$ cat src/kt_pkg.sv
`timescale 1ns / 1ps

package kt_pkg;

    localparam int OFFSET_WIDTH = 16;
    localparam int PREFIX_DEPTH = 9;
    localparam int PFX_IDX_W    = $clog2(PREFIX_DEPTH);
    localparam int KW_COUNT     = 9;
    localparam int FIFO_DEPTH   = 4;
    localparam int PTR_W        = $clog2(FIFO_DEPTH);
    localparam int FILL_W       = $clog2(FIFO_DEPTH + 1);

    localparam logic [7:0] CH_EQUAL = 8'd61;
    localparam logic [7:0] CH_PLUS  = 8'd43;
    localparam logic [7:0] CH_MINUS = 8'd45;
    localparam logic [7:0] CH_STAR  = 8'd42;
    localparam logic [7:0] CH_SLASH = 8'd47;
    localparam logic [7:0] CH_SPACE = 8'd32;
    localparam logic [7:0] CH_TAB   = 8'd9;
    localparam logic [7:0] CH_CR    = 8'd13;
    localparam logic [7:0] CH_ZERO  = 8'd48;
    localparam logic [7:0] CH_NINE  = 8'd57;
    localparam logic [7:0] CH_UP_A  = 8'd65;
    localparam logic [7:0] CH_UP_Z  = 8'd90;
    localparam logic [7:0] CH_LO_A  = 8'd97;
    localparam logic [7:0] CH_LO_Z  = 8'd122;

    typedef enum logic [4:0] {
        KIND_INPUT     = 5'd0,
        KIND_DISPLAY   = 5'd1,
        KIND_IDENT     = 5'd2,
        KIND_INT       = 5'd3,
        KIND_EQUAL     = 5'd4,
        KIND_INVALID   = 5'd5,
        KIND_END       = 5'd6,
        KIND_PLUS      = 5'd7,
        KIND_MINUS     = 5'd8,
        KIND_STAR      = 5'd9,
        KIND_SLASH     = 5'd10,
        KIND_SET       = 5'd11,
        KIND_TO        = 5'd12,
        KIND_IF        = 5'd13,
        KIND_GREATER   = 5'd14,
        KIND_THEN      = 5'd15,
        KIND_OTHERWISE = 5'd16,
        KIND_REPEAT    = 5'd17,
        KIND_TIMES     = 5'd18
    } kind_t;

    typedef enum logic [1:0] {
        MODE_IDLE = 2'd0,
        MODE_INT  = 2'd1,
        MODE_WORD = 2'd2
    } scan_mode_t;

    typedef struct packed {
        kind_t       kind;
        logic [15:0] start;
        logic [15:0] length;
        logic [7:0]  bad;
        logic        last;
    } tok_t;

    typedef struct packed {
        logic [1:0] cnt;
        tok_t       tok0;
        tok_t       tok1;
    } push_t;

    typedef logic [PREFIX_DEPTH-1:0][7:0] prefix_t;

    // keyword text is right aligned: last character in byte 0
    typedef struct packed {
        logic [PREFIX_DEPTH*8-1:0] text;
        logic [PFX_IDX_W-1:0]      len;
        kind_t                     kind;
    } kw_t;

    localparam kw_t KW_TABLE [KW_COUNT] = '{
        '{(PREFIX_DEPTH*8)'("input"),     PFX_IDX_W'(5), KIND_INPUT},
        '{(PREFIX_DEPTH*8)'("display"),   PFX_IDX_W'(7), KIND_DISPLAY},
        '{(PREFIX_DEPTH*8)'("set"),       PFX_IDX_W'(3), KIND_SET},
        '{(PREFIX_DEPTH*8)'("to"),        PFX_IDX_W'(2), KIND_TO},
        '{(PREFIX_DEPTH*8)'("if"),        PFX_IDX_W'(2), KIND_IF},
        '{(PREFIX_DEPTH*8)'("then"),      PFX_IDX_W'(4), KIND_THEN},
        '{(PREFIX_DEPTH*8)'("otherwise"), PFX_IDX_W'(9), KIND_OTHERWISE},
        '{(PREFIX_DEPTH*8)'("repeat"),    PFX_IDX_W'(6), KIND_REPEAT},
        '{(PREFIX_DEPTH*8)'("times"),     PFX_IDX_W'(5), KIND_TIMES}
    };

    function automatic logic is_digit(input logic [7:0] b);
        return (b >= CH_ZERO) && (b <= CH_NINE);
    endfunction

    function automatic logic is_alpha(input logic [7:0] b);
        return ((b >= CH_UP_A) && (b <= CH_UP_Z)) || ((b >= CH_LO_A) && (b <= CH_LO_Z));
    endfunction

    function automatic logic is_space(input logic [7:0] b);
        return (b == CH_SPACE) || ((b >= CH_TAB) && (b <= CH_CR));
    endfunction

    function automatic logic kw_match(input prefix_t pfx, input logic [15:0] cnt,
                                      input kw_t kw);
        logic hit;
        int   pos;
        hit = (cnt == 16'(kw.len));
        for (int i = 0; i < PREFIX_DEPTH; i++)
        begin
            pos = int'(kw.len) - 1 - i;
            if (pos >= 0)
            begin
                if (pfx[i] != kw.text[pos*8 +: 8])
                    hit = 1'b0;
            end
        end
        return hit;
    endfunction

    function automatic kind_t word_kind(input prefix_t pfx, input logic [15:0] cnt);
        kind_t k;
        k = KIND_IDENT;
        for (int i = KW_COUNT - 1; i >= 0; i--)
        begin
            if (kw_match(pfx, cnt, KW_TABLE[i]))
                k = KW_TABLE[i].kind;
        end
        return k;
    endfunction

endpackage

$ cat src/kt_if.sv
`timescale 1ns / 1ps

interface kt_in_if;
    logic       valid;
    logic       ready;
    logic [7:0] text_byte;
    logic       end_of_text;

    modport source (output valid, output text_byte, output end_of_text, input ready);
    modport sink   (input valid, input text_byte, input end_of_text, output ready);
endinterface

interface kt_out_if;
    logic        valid;
    logic        ready;
    logic [4:0]  token_kind;
    logic [15:0] start_offset;
    logic [15:0] token_length;
    logic [7:0]  bad_byte;
    logic        last_of_run;

    modport source (output valid, output token_kind, output start_offset,
                    output token_length, output bad_byte, output last_of_run,
                    input ready);
    modport sink   (input valid, input token_kind, input start_offset,
                    input token_length, input bad_byte, input last_of_run,
                    output ready);
endinterface

$ cat src/kt_scan.sv
`timescale 1ns / 1ps

module kt_scan
(
    input  logic                clk,
    input  logic                rst_n,
    kt_in_if.sink               text,
    input  logic                space_ok,
    output kt_pkg::push_t       push
);

    kt_pkg::scan_mode_t                 mode_reg, mode_next;
    logic [kt_pkg::OFFSET_WIDTH-1:0]    pos_reg, pos_next;
    logic [kt_pkg::OFFSET_WIDTH-1:0]    start_reg, start_next;
    logic [15:0]                        count_reg, count_next;
    kt_pkg::prefix_t                    prefix_reg, prefix_next;

    logic        accept;
    logic [7:0]  b;
    logic        eot;
    logic        digit, alpha, space;
    logic        cont_int, cont_word;
    logic [15:0] count_inc;
    logic [kt_pkg::OFFSET_WIDTH-1:0] pos_inc;
    logic        have_flush, have_own;
    kt_pkg::tok_t flush_tok, own_tok;

    assign text.ready = space_ok;
    assign accept     = text.valid && text.ready;
    assign b          = text.text_byte;
    assign eot        = text.end_of_text;
    assign digit      = kt_pkg::is_digit(b);
    assign alpha      = kt_pkg::is_alpha(b);
    assign space      = kt_pkg::is_space(b);
    assign cont_int   = (mode_reg == kt_pkg::MODE_INT) && digit;
    assign cont_word  = (mode_reg == kt_pkg::MODE_WORD) && (alpha || (b == kt_pkg::CH_MINUS));
    assign count_inc  = (count_reg == 16'hFFFF) ? count_reg : count_reg + 16'd1;
    assign pos_inc    = pos_reg + kt_pkg::OFFSET_WIDTH'(1);

    // next state
    always_comb
    begin
        mode_next   = mode_reg;
        pos_next    = pos_reg;
        start_next  = start_reg;
        count_next  = count_reg;
        prefix_next = prefix_reg;
        if (accept)
        begin
            if (eot)
            begin
                mode_next = kt_pkg::MODE_IDLE;
                pos_next  = '0;
            end
            else if (cont_int)
            begin
                count_next = count_inc;
                pos_next   = pos_inc;
            end
            else if (cont_word)
            begin
                if (count_reg < 16'(kt_pkg::PREFIX_DEPTH))
                    prefix_next[count_reg[kt_pkg::PFX_IDX_W-1:0]] = b;
                count_next = count_inc;
                pos_next   = pos_inc;
            end
            else
            begin
                mode_next = kt_pkg::MODE_IDLE;
                pos_next  = pos_inc;
                if (digit)
                begin
                    mode_next  = kt_pkg::MODE_INT;
                    start_next = pos_reg;
                    count_next = 16'd1;
                end
                else if (alpha)
                begin
                    mode_next      = kt_pkg::MODE_WORD;
                    start_next     = pos_reg;
                    count_next     = 16'd1;
                    prefix_next[0] = b;
                end
            end
        end
    end

    // token outputs
    always_comb
    begin
        have_flush = accept && (mode_reg != kt_pkg::MODE_IDLE)
                     && (eot || !(cont_int || cont_word));

        own_tok.kind   = kt_pkg::KIND_END;
        own_tok.start  = 16'(pos_reg);
        own_tok.length = 16'd1;
        own_tok.bad    = 8'd0;
        own_tok.last   = 1'b1;
        have_own       = 1'b0;
        if (accept)
        begin
            priority if (eot)
            begin
                have_own       = 1'b1;
                own_tok.length = 16'd0;
            end
            else if (cont_int || cont_word || space || digit || alpha)
                have_own = 1'b0;
            else if (b == kt_pkg::CH_EQUAL)
            begin
                have_own     = 1'b1;
                own_tok.kind = kt_pkg::KIND_EQUAL;
            end
            else if (b == kt_pkg::CH_PLUS)
            begin
                have_own     = 1'b1;
                own_tok.kind = kt_pkg::KIND_PLUS;
            end
            else if (b == kt_pkg::CH_MINUS)
            begin
                have_own     = 1'b1;
                own_tok.kind = kt_pkg::KIND_MINUS;
            end
            else if (b == kt_pkg::CH_STAR)
            begin
                have_own     = 1'b1;
                own_tok.kind = kt_pkg::KIND_STAR;
            end
            else if (b == kt_pkg::CH_SLASH)
            begin
                have_own     = 1'b1;
                own_tok.kind = kt_pkg::KIND_SLASH;
            end
            else
            begin
                have_own     = 1'b1;
                own_tok.kind = kt_pkg::KIND_INVALID;
                own_tok.bad  = b;
            end
        end

        flush_tok.kind   = (mode_reg == kt_pkg::MODE_INT) ? kt_pkg::KIND_INT
                           : kt_pkg::word_kind(prefix_reg, count_reg);
        flush_tok.start  = 16'(start_reg);
        flush_tok.length = count_reg;
        flush_tok.bad    = 8'd0;
        flush_tok.last   = !have_own;

        push.cnt  = 2'({1'b0, have_flush} + {1'b0, have_own});
        push.tok0 = have_flush ? flush_tok : own_tok;
        push.tok1 = own_tok;
    end

    always_ff @(posedge clk or negedge rst_n)
    begin
        if (!rst_n)
        begin
            mode_reg  <= kt_pkg::MODE_IDLE;
            pos_reg   <= '0;
            start_reg <= '0;
            count_reg <= '0;
        end
        else
        begin
            mode_reg  <= mode_next;
            pos_reg   <= pos_next;
            start_reg <= start_next;
            count_reg <= count_next;
        end
    end

    always_ff @(posedge clk)
    begin
        prefix_reg <= prefix_next;
    end

    a_eot_rewinds: assert property (@(posedge clk) disable iff (!rst_n)
        accept && eot |=> pos_reg == '0 && mode_reg == kt_pkg::MODE_IDLE)
        else $error("position or mode not cleared after end of text");

    a_eot_emits: assert property (@(posedge clk) disable iff (!rst_n)
        accept && eot |-> (push.cnt == 2'd1 && push.tok0.last)
                          || (push.cnt == 2'd2 && push.tok1.last))
        else $error("end of text without final token");

    a_pending_len: assert property (@(posedge clk) disable iff (!rst_n)
        mode_reg != kt_pkg::MODE_IDLE |-> count_reg != 16'd0)
        else $error("pending token with zero length");

    a_pair_last: assert property (@(posedge clk) disable iff (!rst_n)
        push.cnt == 2'd2 |-> !push.tok0.last && push.tok0.kind != kt_pkg::KIND_END)
        else $error("flushed token marked last ahead of a second token");

endmodule

$ cat src/kt_out_fifo.sv
`timescale 1ns / 1ps

module kt_out_fifo
(
    input  logic           clk,
    input  logic           rst_n,
    input  kt_pkg::push_t  push,
    output logic           space_ok,
    kt_out_if.source       tokens
);

    kt_pkg::tok_t                 mem_reg [kt_pkg::FIFO_DEPTH];
    logic [kt_pkg::PTR_W-1:0]     wr_ptr_reg, wr_ptr_next;
    logic [kt_pkg::PTR_W-1:0]     rd_ptr_reg, rd_ptr_next;
    logic [kt_pkg::FILL_W-1:0]    fill_reg, fill_next;
    logic                         pop;
    kt_pkg::tok_t                 head;

    assign space_ok = fill_reg <= kt_pkg::FILL_W'(kt_pkg::FIFO_DEPTH - 2);
    assign pop      = tokens.valid && tokens.ready;
    assign head     = mem_reg[rd_ptr_reg];

    assign tokens.valid        = fill_reg != '0;
    assign tokens.token_kind   = head.kind;
    assign tokens.start_offset = head.start;
    assign tokens.token_length = head.length;
    assign tokens.bad_byte     = head.bad;
    assign tokens.last_of_run  = head.last;

    always_comb
    begin
        wr_ptr_next = wr_ptr_reg + kt_pkg::PTR_W'(push.cnt);
        rd_ptr_next = rd_ptr_reg + kt_pkg::PTR_W'(pop);
        fill_next   = fill_reg + kt_pkg::FILL_W'(push.cnt) - kt_pkg::FILL_W'(pop);
    end

    always_ff @(posedge clk or negedge rst_n)
    begin
        if (!rst_n)
        begin
            wr_ptr_reg <= '0;
            rd_ptr_reg <= '0;
            fill_reg   <= '0;
        end
        else
        begin
            wr_ptr_reg <= wr_ptr_next;
            rd_ptr_reg <= rd_ptr_next;
            fill_reg   <= fill_next;
        end
    end

    always_ff @(posedge clk)
    begin
        if (push.cnt != 2'd0)
            mem_reg[wr_ptr_reg] <= push.tok0;
        if (push.cnt == 2'd2)
            mem_reg[wr_ptr_reg + kt_pkg::PTR_W'(1)] <= push.tok1;
    end

    a_no_overflow: assert property (@(posedge clk) disable iff (!rst_n)
        fill_reg <= kt_pkg::FILL_W'(kt_pkg::FIFO_DEPTH))
        else $error("token queue overflow");

    a_push_room: assert property (@(posedge clk) disable iff (!rst_n)
        push.cnt != 2'd0 |-> space_ok)
        else $error("tokens pushed without room");

    a_pair_fill: assert property (@(posedge clk) disable iff (!rst_n)
        push.cnt == 2'd2 && !pop |=> fill_reg == $past(fill_reg) + kt_pkg::FILL_W'(2))
        else $error("token pair not counted");

endmodule

$ cat src/keyword_tokenizer_core.sv
`timescale 1ns / 1ps

// channel   direction  payload
// text      in         text_byte[7:0], end_of_text
// tokens    out        token_kind[4:0], start_offset[15:0], token_length[15:0],
//                      bad_byte[7:0], last_of_run
//
// one text transaction per cycle while text.ready is high; each pushes 0, 1 or 2 tokens into the registered queue
// tokens drain one per cycle while tokens.ready is high, through a four-entry queue
// text.ready drops while fewer than two queue entries are free
// rst_n clears scan mode, position and queue; no clearing pass
module keyword_tokenizer_core
(
    input  logic      clk,
    input  logic      rst_n,
    kt_in_if.sink     text,
    kt_out_if.source  tokens
);

    kt_pkg::push_t push;
    logic          space_ok;

    kt_scan u_scan
    (
        .clk      (clk),
        .rst_n    (rst_n),
        .text     (text),
        .space_ok (space_ok),
        .push     (push)
    );

    kt_out_fifo u_fifo
    (
        .clk      (clk),
        .rst_n    (rst_n),
        .push     (push),
        .space_ok (space_ok),
        .tokens   (tokens)
    );

endmodule

$ cat src/flat_wrapper.sv
// flat-port wrapper written by rule: the top's interface ports become plain ports
module keyword_tokenizer_core_flat 
  (clk, rst_n, text_valid, text_text_byte, text_end_of_text, text_ready, tokens_valid, tokens_token_kind, tokens_start_offset, tokens_token_length, tokens_bad_byte, tokens_last_of_run, tokens_ready);
  kt_in_if text_i ();
  kt_out_if tokens_i ();
  input  logic clk;
  input  logic rst_n;
  input wire logic [$bits(text_i.valid)-1:0] text_valid;
  input wire logic [$bits(text_i.text_byte)-1:0] text_text_byte;
  input wire logic [$bits(text_i.end_of_text)-1:0] text_end_of_text;
  output wire logic [$bits(text_i.ready)-1:0] text_ready;
  output wire logic [$bits(tokens_i.valid)-1:0] tokens_valid;
  output wire logic [$bits(tokens_i.token_kind)-1:0] tokens_token_kind;
  output wire logic [$bits(tokens_i.start_offset)-1:0] tokens_start_offset;
  output wire logic [$bits(tokens_i.token_length)-1:0] tokens_token_length;
  output wire logic [$bits(tokens_i.bad_byte)-1:0] tokens_bad_byte;
  output wire logic [$bits(tokens_i.last_of_run)-1:0] tokens_last_of_run;
  input wire logic [$bits(tokens_i.ready)-1:0] tokens_ready;
  assign text_i.valid = text_valid;
  assign text_i.text_byte = text_text_byte;
  assign text_i.end_of_text = text_end_of_text;
  assign text_ready = text_i.ready;
  assign tokens_valid = tokens_i.valid;
  assign tokens_token_kind = tokens_i.token_kind;
  assign tokens_start_offset = tokens_i.start_offset;
  assign tokens_token_length = tokens_i.token_length;
  assign tokens_bad_byte = tokens_i.bad_byte;
  assign tokens_last_of_run = tokens_i.last_of_run;
  assign tokens_i.ready = tokens_ready;
  keyword_tokenizer_core u_core (.clk(clk), .rst_n(rst_n), .text(text_i), .tokens(tokens_i));
endmodule
$ cat config.mk
export PLATFORM = sky130hd
export DESIGN_NAME = keyword_tokenizer_core_flat
export DESIGN_NICKNAME = d
export VERILOG_FILES = /design/src/kt_pkg.sv /design/src/kt_if.sv /design/src/kt_scan.sv /design/src/kt_out_fifo.sv /design/src/keyword_tokenizer_core.sv /design/src/flat_wrapper.sv
export SDC_FILE = /design/constraint.sdc
export NUM_CORES = 1
export LEC_CHECK = 0
export BUFFER_PORTS_ARGS = -buffer_cell sky130_fd_sc_hd__buf_2
export CORE_MARGIN = 1.5
export CORE_UTILIZATION = 30
export CTS_CLUSTER_DIAMETER = 60
export DETAILED_ROUTE_END_ITERATION = 6
export REMOVE_ABC_BUFFERS = 1
export SETUP_SLACK_MARGIN = 0.2
export SLEW_MARGIN = 20
export SYNTH_ARGS = -nofsm -noshare
export SYNTH_HDL_FRONTEND = slang
export SYNTH_SLANG_ARGS = --single-unit
$ cat constraint.sdc
create_clock -name clk -period 8.3 [get_ports clk]
set_clock_uncertainty 0.15 [all_clocks]
set_input_delay 0.415 -clock clk [delete_from_list [all_inputs] [get_ports clk]]
set_output_delay 0.415 -clock clk [all_outputs]
set_load 0.02 [all_outputs]
# Word level (Yosys, flattened, before mapping)

Memory sizes are Yosys's and may differ from the RTL's.
Index checks and enable logic that the tools add are counted.

Register bits: 129
Word-level logic and storage cells: 226
Memories: 1
Bits in writable memories: 184

Equality and inequality tests: 56
Bitwise logic cells: 3
Muxes and demuxes: 98
Magnitude comparators: 12
Add/sub/neg operators: 8
Reduce and logical (&&, ||, !) cells: 32

Memory list:

| memory                | depth | bits a word | rd ports | clocked after Yosys merged registers in | write ports | RTL line          | source |
|---|---|---|---|---|---|---|---|
| u_core.u_fifo.mem_reg | 4     | 46          | 1        | 0                                       | 2           | kt_out_fifo.sv:12 | `kt_pkg::tok_t mem_reg [kt_pkg::FIFO_DEPTH];` |

Operators by type and width:

| cell                                                                                 | number |
|---|---|
| 8-bit by 7-bit inequality test with 1-bit output (second input constant)             | 35 |
| 16-bit 2-to-1 mux                                                                    | 8 |
| 8-bit 2-to-1 mux                                                                     | 12 |
| 72-bit bitwise mux                                                                   | 1 |
| 16-bit by 3-bit == test with 1-bit output (second input constant)                    | 4 |
| 1-bit 2-to-1 mux                                                                     | 51 |
| 5-bit 2-to-1 mux                                                                     | 10 |
| 8-bit by 6-bit == test with 1-bit output (second input constant)                     | 6 |
| 46-bit 2-to-1 mux                                                                    | 1 |
| 16-bit by 1-bit adder with 16-bit output (second input constant)                     | 2 |
| 8-bit demux with 4-bit select                                                        | 1 |
| 16-bit by 2-bit == test with 1-bit output (second input constant)                    | 2 |
| 4-bit 2-to-1 mux                                                                     | 8 |
| 16-bit == test (second input constant)                                               | 1 |
| 16-bit by 4-bit == test with 1-bit output (second input constant)                    | 1 |
| 8-bit by 7-bit greater-or-equal comparator with 1-bit output (second input constant) | 2 |
| 8-bit by 7-bit <= comparator with 1-bit output (second input constant)               | 2 |
| 16-bit by 4-bit < comparator with 1-bit output (second input constant)               | 1 |
| 1-bit logical AND                                                                    | 11 |
| 2-bit 2-to-1 mux                                                                     | 5 |
| 5-bit AND reduction                                                                  | 2 |
| 9-bit 2-to-1 mux                                                                     | 1 |
| 8-bit by 4-bit greater-or-equal comparator with 1-bit output (second input constant) | 1 |
| 8-bit by 6-bit greater-or-equal comparator with 1-bit output (second input constant) | 1 |
| other kinds (23)                                                                     | 40 |

# Logic depth before layout (Yosys ltp)

Word-level depth: 19
Gate-level depth with buffers: 14
Gate-level depth less buffers: 13

# Cells and area by module

From an unflattened synthesis, not the netlist that was laid out.

Cells, all modules: 1056
Area, all modules: 16079.2 um^2

Modules (own cells, without submodules):

| module      | area an instance (um^2) | cells each | times used |
|---|---|---|---|
| kt_out_fifo | 9626.7                  | 484        | 1 |
| kt_scan     | 6452.4                  | 572        | 1 |

# Worst setup path before layout

Ideal clock, no wire load.

Path kind: input to register
Start point: in text_text_byte[3]
End point: mem u_core.u_fifo.mem_reg[3][1] (netlist name) (enable)
Library setup time: 0.386 ns
Stages: 12
Data arrival time: 3.287 ns
Setup slack: 4.476 ns
Path buffers: 3
Cell sequence: buf_2 > nand4bb_1 > or4_1 > clkbuf_1 > a21oi_1 > nor2_1 > ha_1 > inv_1 > nor2_1 > o21ai_1 > clkbuf_1 > inv_1

RTL lines:

| what               | RTL line          | source |
|---|---|---|
| start: declaration | flat_wrapper.sv:9 | `input wire logic [$bits(text_i.text_byte)-1:0] text_text_byte;` |
| end: declaration   | kt_out_fifo.sv:12 |  |

==> flow_summary.json <==
{
  "crit_chain": "a21oi_2, nand2_1, a211o_2, inv_2, ha_1, inv_1, nor3_1, nor2_1, buf_4, inv_1, buf_4",
  "cp.arrival_ns": 4.03,
  "vias_per_cell": 5.38,
  "outcome": "complete, no violations",
  "grt_usage_pct": 15.2,
  "crit_family": "buffers and inverters",
  "route.detailed.drc": 0,
  "irDropWorstVdd_mv": 0.139,
  "synth_area_leader_cell": "edfxtp_1",
  "p_sw_share_pct": 32.2,
  "seqPwrFrac_pct": 43.3,
  "first_pass_iters": 6,
  "p_leak_uw": 0.00572,
  "cts_tree": "yes",
  "port-buffer-count": 60,
  "clk_pin_slew_ns": 0.06,
  "synth_edf_count": 188,
  "final_common_cell": "edfxtp_1",
  "pwr-share-clk_pct": 32.8,
  "cts.sinks": 313,
  "gr-total-overflow": 0,
  "core_area_um2": 46600,
  "postCtsSetupRepairBufs": 0,
  "grt_max_degree": 58,
  "max-cap-violations": 0,
  "largest_register_ff_count": 184,
  "powerDensity_nw_per_um2": 282,
  "syn2layout_area_growth_pct": 14.2,
  "power_frac_comb_pct": 23.8,
  "relSlewSlack_pct": 29.7,
  "cts-root-buf": "clkbuf_16",
  "crit_type": "reg -> reg",
  "worst_pin_slew_ns": 1.05,
  "hold_violations": 0,
  "tns_ns": 0,
  "worst_setup_path_end_kind": "register",
  "hold_path.class": "in -> reg",
  "synth_area_leaders": "edfxtp_1 (40%), dfrtp_1 (10%), dfxtp_1 (9.6%)",
  "cpPeakStageDelay_ns": 0.53,
  "die_h_um": 220,
  "die_width_um": 220,
  "htreeDepth": 2,
  "drt_iter0_drc": 818,
  "fin_hold_ws_ns": 0.143,
  "rsz0062_at_grt": "no",
  "ys_types": 76,
  "p_int_uw": 3090,
  "dieArea_um2": 48400,
  "worstPathMaxFanout": 30,
  "clkLatencyLatePin_ns": 0.54,
  "cts_buffers": 34,
  "routed_wl_um": 36200,
  "cts-resized-gates": 0,
  "grt_pass1_wl_um": 56400,
  "most-common-layout-cells": "edfxtp_1 (188), a22o_1 (126), nor2_1 (78)",
  "antenna_found_initial": 0,
  "switchingPower_uw": 1460,
  "max_freq_mhz": 248,
  "wire_per_inst_um": 21.0,
  "antenna_left": 0,
  "cts-hold-fix-buffers": 1,
  "nets": 1119,
  "ys.warnings.count": 0,
  "vias": 9286,
  "clockBufferDepth": 3,
  "crit_path_start_kind": "register",
  "grt_pass1_vias": 9293,
  "finalMaxSlewViolations": 0,
  "hpwl_um": 22700,
  "gp_congestion": 0.886,
  "cp.buffers_inverters": 5,
  "synthArstFlopShare_pct": 18.2,
  "drive_above_1_share_pct": 20.4,
  "rows": 79,
  "netlist_instances": 1059,
  "synth_seq_cells": 313,
  "yosysTopAreaCellShare_pct": 40.0,
  "period_needed_ns": 4.03,
  "ys_seq_area_share_pct": 59.7,
  "io_pins": 61,
  "setup-violations-final": 0,
  "cp.required_ns": 8.30,
  "syn_area_um2": 14100,
  "start_util_pct": 30.3,
  "yosys_most_used_dff": "edfxtp_1",
  "synth_area_per_cell_um2": 13.3,
  "slowest_stage": "a211o_2",
  "min_period_over_period_pct": 48.6
}
-- metal layers --
layer | wire [µm] | part of all wire (%) | GRT usage [%]
met1 | 16500 | 46 | 21.5
met2 | 17100 | 47 | 24.5
met3 | 2210 | 6.1 | 2.53
met4 | 451 | 1.2 | 3.49
met5 | 0 | 0 | 0
-- area by class of cell --
class / instances / area (µm²)
antenna: 1 / 2.50
fill: 4486 / 30400
multi-input combinational: 650 / 5320
sequential: 313 / 8440
inverter: 19 / 71.3
timing repair buffer: 74 / 428
tap: 607 / 759
clock inverter: 19 / 189
clock buffer: 43 / 926
-- Yosys cell counts (all sizes together) (6+ instances only) --
cell type / n
clkbuf: 42
dfxtp: 68
a22o: 126
nand4: 22
nor4bb: 13
dfrtp: 57
buf: 35
nand3: 21
ha: 13
o21ai: 29
mux2: 16
nor3: 12
o22ai: 12
nor2b: 9
nor2: 82
a21oi: 27
edfxtp: 188
o32ai: 8
nand2b: 8
and3: 14
or2: 6
and4b: 6
xor2: 7
inv: 19
a211oi: 8
o211ai: 8
mux4: 46
and2: 17
nor4: 16
or3: 10
xnor2: 17
nand2: 41
-- metrics by stage --
stage	cells	total power (µW)	area, µm²	setup WS (ns)	util (%)
after floorplan	982	2660	13800	4.43	-
after global placement	1661	3080	15000	4.03	32.2
after detailed placement	1661	3090	15000	4.04	32.2
after CTS	1724	4590	16100	4.29	34.6
after global routing	1725	4750	16100	4.08	34.6
final	1726	4550	16100	4.27	34.6
-- cell families after synthesis --
family | count (synthesis) | synth area share (%)
DFF | 313 | 59.7
and+or+nand+nor | 309 | 12.7
muxes | 62 | 8.61
adders and majority gates | 14 | 1.29
xor gates and xnor gates | 24 | 1.49
AOI/OAI and AO/OA | 241 | 13.3
buffers and inverters | 96 | 2.88
-- power by group through the flow --
stage	sequential (µW)	combinational, µW	clock (µW)
floorplan	2000	666	0
global placement	2040	1030	0
detailed placement	2050	1040	0
CTS	2020	1050	1520
global route	1990	1180	1580
finish	1970	1080	1490
-- path summary, 6_finish.rpt --
| kind | from | to | slack, ns | cells after the start |
|---|---|---|---|---|
| worst max-delay path | u_core.u_fifo.fill_reg[0] | u_core.u_fifo.mem_reg[1][7] | 4.27 | 11 |
| worst min-delay path | text_text_byte[6] | u_core.u_scan.prefix_reg[22] | 0.14 | 1 |
| worst max register to register | u_core.u_fifo.fill_reg[0] | u_core.u_fifo.mem_reg[1][7] | 4.27 | 11 |
| worst min register to register | u_core.u_fifo.mem_reg[2][45] | u_core.u_fifo.mem_reg[2][45] | 0.30 | 2 |
| max in group asynchronous | rst_n | u_core.u_fifo.rd_ptr_reg[0] | 6.94 | 3 |
| min in group asynchronous | rst_n | u_core.u_scan.pos_reg[4] | 0.44 | 3 |
(Power assumes the default switching activity.)
